[src/smv_pkg.sv]
// shared types, sizes and codes of the sparse matrix-vector multiply core
// no dependencies
`default_nettype none
package smv_pkg;

   localparam int MAX_ROWS    = 64;
   localparam int MAX_COLS    = 64;
   localparam int MAX_ENTRIES = 1024;

   localparam int ROW_W     = 6;
   localparam int COL_W     = 6;
   localparam int DIM_W     = 7;
   localparam int CNT_W     = 11;
   localparam int POS_W     = ROW_W + COL_W;
   localparam int MEM_DEPTH = 1 << POS_W;
   localparam int VAL_W     = 32;
   localparam int SUM_W     = 64;

   localparam int CMD_DEPTH = 2;
   localparam int RSP_DEPTH = 2;
   localparam int QPTR_W    = $clog2(CMD_DEPTH);
   localparam int RPTR_W    = $clog2(RSP_DEPTH);
   localparam int QCNT_W    = $clog2(CMD_DEPTH + 1);
   localparam int RCNT_W    = $clog2(RSP_DEPTH + 1);

   typedef enum logic [1:0] {
      ACT_ADD = 2'd0,
      ACT_VEC = 2'd1,
      ACT_CLR = 2'd2,
      ACT_RUN = 2'd3
   } action_type;

   typedef enum logic [1:0] {
      ST_OK    = 2'd0,
      ST_FULL  = 2'd1,
      ST_RANGE = 2'd2,
      ST_EMPTY = 2'd3
   } status_type;

   typedef enum logic [2:0] {
      OP_ACK,
      OP_ADD,
      OP_VEC,
      OP_CLR,
      OP_RUN
   } op_type;

   typedef struct packed {
      op_type                   op;
      logic [ROW_W-1:0]         row;
      logic [COL_W-1:0]         col;
      logic signed [VAL_W-1:0]  value;
      status_type               status;
      logic [DIM_W-1:0]         nr;
      logic [DIM_W-1:0]         nc;
   } cmd_type;

   typedef struct packed {
      logic [ROW_W-1:0]         row_index;
      logic signed [SUM_W-1:0]  sum;
      logic                     last;
      status_type               status;
   } rsp_type;

   typedef struct packed {
      logic                     init_busy;
      logic [RCNT_W-1:0]        rsp_count;
   } bk_stat_type;

   // register value clamped to [1, m]
   function automatic logic [DIM_W-1:0] eff_dim(input logic [DIM_W-1:0] r,
                                                input logic [DIM_W-1:0] m);
      if (r == '0) begin
         return DIM_W'(1);
      end else if (r > m) begin
         return m;
      end
      return r;
   endfunction

endpackage
`default_nettype wire

[src/smv_front.sv]
// front end: classifies request items and queues commands for the back end
// depends on smv_pkg
`default_nettype none
module smv_front
   import smv_pkg::*;
(
   input  wire logic                    clock,
   input  wire logic                    reset,
   input  wire logic                    push,
   output logic                         full,
   input  wire logic [1:0]              req_action,
   input  wire logic [ROW_W-1:0]        req_row,
   input  wire logic [COL_W-1:0]        req_col,
   input  wire logic signed [VAL_W-1:0] req_value,
   input  wire logic [DIM_W-1:0]        nr_reg,
   input  wire logic [DIM_W-1:0]        nc_reg,
   output cmd_type                      cmd,
   output logic                         cmd_valid,
   input  wire logic                    cmd_take
);

   cmd_type             q_ff [CMD_DEPTH];
   logic [QPTR_W-1:0]   wr_ff, wr_in;
   logic [QPTR_W-1:0]   rd_ff, rd_in;
   logic [QCNT_W-1:0]   cnt_ff, cnt_in;
   cmd_type             cls;
   logic [DIM_W-1:0]    nr, nc;
   logic                do_push, do_pop;

   // classify
   always_comb begin
      nr         = eff_dim(nr_reg, DIM_W'(MAX_ROWS));
      nc         = eff_dim(nc_reg, DIM_W'(MAX_COLS));
      cls.row    = req_row;
      cls.col    = req_col;
      cls.value  = req_value;
      cls.nr     = nr;
      cls.nc     = nc;
      cls.status = ST_OK;
      cls.op     = OP_ACK;
      unique case (action_type'(req_action))
         ACT_ADD: begin
            if ({1'b0, req_row} >= nr || {1'b0, req_col} >= nc) begin
               cls.status = ST_RANGE;
            end else begin
               cls.op = OP_ADD;
            end
         end
         ACT_VEC: begin
            if ({1'b0, req_col} >= nc) begin
               cls.status = ST_RANGE;
            end else begin
               cls.op = OP_VEC;
            end
         end
         ACT_CLR: cls.op = OP_CLR;
         ACT_RUN: cls.op = OP_RUN;
         default: cls.op = OP_ACK;
      endcase
   end

   assign full      = (cnt_ff == QCNT_W'(CMD_DEPTH));
   assign cmd_valid = (cnt_ff != '0);
   assign cmd       = q_ff[rd_ff];
   assign do_push   = push && !full;
   assign do_pop    = cmd_take && cmd_valid;

   always_comb begin
      wr_in  = do_push ? wr_ff + 1'b1 : wr_ff;
      rd_in  = do_pop ? rd_ff + 1'b1 : rd_ff;
      cnt_in = cnt_ff + QCNT_W'(do_push) - QCNT_W'(do_pop);
   end

   always_ff @(posedge clock) begin
      if (reset) begin
         wr_ff  <= '0;
         rd_ff  <= '0;
         cnt_ff <= '0;
      end else begin
         wr_ff  <= wr_in;
         rd_ff  <= rd_in;
         cnt_ff <= cnt_in;
      end
   end

   always_ff @(posedge clock) begin
      if (do_push) begin
         q_ff[wr_ff] <= cls;
      end
   end

endmodule
`default_nettype wire

[config.mk]
export PLATFORM = sky130hd
export DESIGN_NAME = smv_front
export DESIGN_NICKNAME = d
export VERILOG_FILES = /design/src/smv_pkg.sv /design/src/smv_front.sv
export SDC_FILE = /design/constraint.sdc
export NUM_CORES = 1
export LEC_CHECK = 0
export ABC_CLOCK_PERIOD_IN_PS = 5100
export CAP_MARGIN = 20
export CORE_UTILIZATION = 30
export DETAILED_ROUTE_END_ITERATION = 12
export DONT_BUFFER_PORTS = 1
export SLEW_MARGIN = 5
export SYNTH_ARGS = -nofsm -noshare
export SYNTH_HDL_FRONTEND = slang
export SYNTH_SLANG_ARGS = --single-unit
[constraint.sdc]
create_clock -name clock -period 5.1 [get_ports clock]
set_clock_uncertainty 0.15 [all_clocks]
set_input_delay 0.51 -clock clock [delete_from_list [all_inputs] [get_ports clock]]
set_output_delay 0.51 -clock clock [all_outputs]
set_load 0.1 [all_outputs]
==> flow_metrics.env <==
export IMPL_hold_viol_final=0
export IMPL_place_congestion=0.710
export IMPL_post_cts_buffers=0
export IMPL_max_freq_mhz=309
export IMPL_wl_per_cell_um=16.8
export IMPL_grtUsageTotal=0.108
export IMPL_place_hpwl_um=5840
export IMPL_synthTopCellsByArea="edfxtp_1, mux2_1, ha_1"
export IMPL_htree_levels=4
export IMPL_startpoint_type="flip-flop"
export IMPL_synth_seq_area_share=0.744
export IMPL_avgSynthCellArea_um2=17.9
export IMPL_final_setup_viol_count=0
export IMPL_syn_to_final_growth_pct=16.1
export IMPL_rows=47
export IMPL_drc=0
export IMPL_clock_path_buffers=2
export IMPL_firstDrtPassIters=4
export IMPL_wl_um=8930
export IMPL_synth_edf_count=124
export IMPL_worst_slack_ps=1860
export IMPL_clock_sinks=129
export IMPL_crit_type="flip-flop to primary output"
export IMPL_postSynthCellCount=287
export IMPL_initial_core_util=0.309
export IMPL_async_flop_share=0
export IMPL_hold_path_class="primary input to flip-flop"
export IMPL_final_nets=378
export IMPL_tns_ps=0
export IMPL_synth_largest_area_cell="edfxtp_1"
export IMPL_fillers=1556
export IMPL_ys_warn_count=0
export IMPL_grt_pass1_vias=2496
export IMPL_critPathBufInv=1
export IMPL_status="finished clean"
export IMPL_path_max_fanout=33
export IMPL_fp_coreArea_um2=16600
export IMPL_finalMaxSlewViolations=0
export IMPL_finalCriticalPeriod_ps=3240
export IMPL_holdCritStartpoint="reset"
export IMPL_grt_pass1_wl_um=13900
export IMPL_routed_via_density=4.41
export IMPL_crit_arrival_ps=2580
export IMPL_cts_tree="done"
export IMPL_cpPeakStageDelay_ps=830
export IMPL_vias=2352
export IMPL_required_ps=4440
export IMPL_cp_top_family="flip-flops"
export IMPL_min_period_over_period=0.635
export IMPL_syn_num_nets=365
export IMPL_relSlewSlack=0.372
export IMPL_port_buffers=0
export IMPL_die_h_um=133
export IMPL_cts_made_buffers=17
export IMPL_num_io_pins=129
export IMPL_tightest_slew_ps=940
export IMPL_syn_cell_area_um2=5140
export IMPL_synth_cell_types=29
export IMPL_antenna_found_initial=0
export IMPL_rsz0062_at_grt="no"
export IMPL_synth_top_area_frac=0.724
export IMPL_grt_max_degree=63
export IMPL_clk_latency_ps=400
export IMPL_antenna_cells=0
export IMPL_cpMaxStageDelayCell="dfxtp_2"
export IMPL_clkTransAtPathRegs_ps=50
export IMPL_cp_cell_sequence="buf_4 -> mux2_1"
export IMPL_pre_cts_ws_ps=2170
export IMPL_crit_reg2reg_launch="cnt_ff[0]"
export IMPL_layout_drive_gt1_share=0.115
export IMPL_end_kind="primary output"
export IMPL_drv_cap=0
export IMPL_root_buffer="clkbuf_16"
export IMPL_synthFlopType="edfxtp_1"
export IMPL_synth_seq_cells=129
export IMPL_drt_initial_drc_count=50
export IMPL_die_width_um=133
export IMPL_grt_overflow=0
export IMPL_fp_dieArea_um2=17700
export IMPL_ant_nets=0
## synthesized netlist by cell type, types with 3 or more instances
cell	number
edfxtp_1	124
mux2_1	62
inv_1	15
ha_1	14
nand2b_1	11
nor2_1	10
buf_2	7
a21oi_1	6
dfxtp_1	5
nand2_1	3
nor2b_1	3
## per-layer routing
| metal | share of wire | vias to the layer above | global-route usage |
|---|---|---|---|
| met1 | 0.40 | 1159 | 0.120 |
| li1 | - | 1104 | - |
| met3 | 0.089 | 9 | 0.0579 |
| met4 | 0.013 | 0 | 0.0460 |
| met5 | 0 | - | 0 |
| met2 | 0.50 | 80 | 0.172 |
## through the flow
stage / hold slack (ps) / instance area (um^2) / util / cells
final: 27.1 / 5970 / 0.359 / 533
after global routing: 5.45 / 5970 / 0.359 / 533
after CTS: 2.63 / 5970 / 0.359 / 533
after detailed placement: 362 / 5400 / 0.324 / 500
after global placement: 349 / 5400 / 0.324 / 500
after floorplan: 331 / 5140 / - / 287
## registers in the layout (all words and copies together), names as in the netlist, named ones only
signal,count
q_ff,124
cnt_ff,2
wr_ff,1
rd_ff,1
## placed cells by master, fill, tap and decap left out, types with 3 or more instances in the layout
cell / netlist / routed
a21oi_1: 6 / 6
dfxtp_1: 5 / 4
edfxtp_1: 124 / 124
buf_4: 1 / 3
nand2_1: 3 / 3
clkbuf_16: 0 / 17
ha_1: 14 / 14
nor2_1: 10 / 9
mux2_1: 62 / 62
inv_1: 15 / 15
nor2b_1: 3 / 3
clkbuf_1: 2 / 6
clkinv_2: 0 / 5
nand2b_1: 11 / 11
## cell families after synthesis
| group | after synthesis | synth area share |
|---|---|---|
| DFF | 129 | 0.744 |
| muxes | 62 | 0.136 |
| and+or+nand+nor | 37 | 0.0384 |
| buffers and inverters | 25 | 0.0207 |
| AOI/OAI and AO/OA | 15 | 0.0200 |
| adders and majority gates | 14 | 0.0341 |
| xor gates and xnor gates | 4 | 0.00681 |
| other | 1 | 0.000729 |
## layout make-up
class	count	area, um^2	area share
repair buffers	4	32.5	0.00545
inverters	15	56.3	0.00943
flip-flops and latches	129	3820	0.641
well taps	220	275	0.0461
clock buffers	25	475	0.0796
clock inverters	7	85.1	0.0142
multi-input cells	133	1220	0.205
## worst paths after layout
path,cells past startpoint,endpoint,slack (ps)
min reg2reg,2,rd_ff,370
min,1,rd_ff,30
max,2,cmd[42],1860
max reg2reg,4,q_ff[0][49],2650
## timing repair
action,in CTS,in global routing
resized for setup,0,0
hold buffers,1,0
hold endpoints to repair,3,0
Power is left out: the tool's default activity adds up to more than one toggle a clock period on the data nets, which glitch-free logic cannot reach.
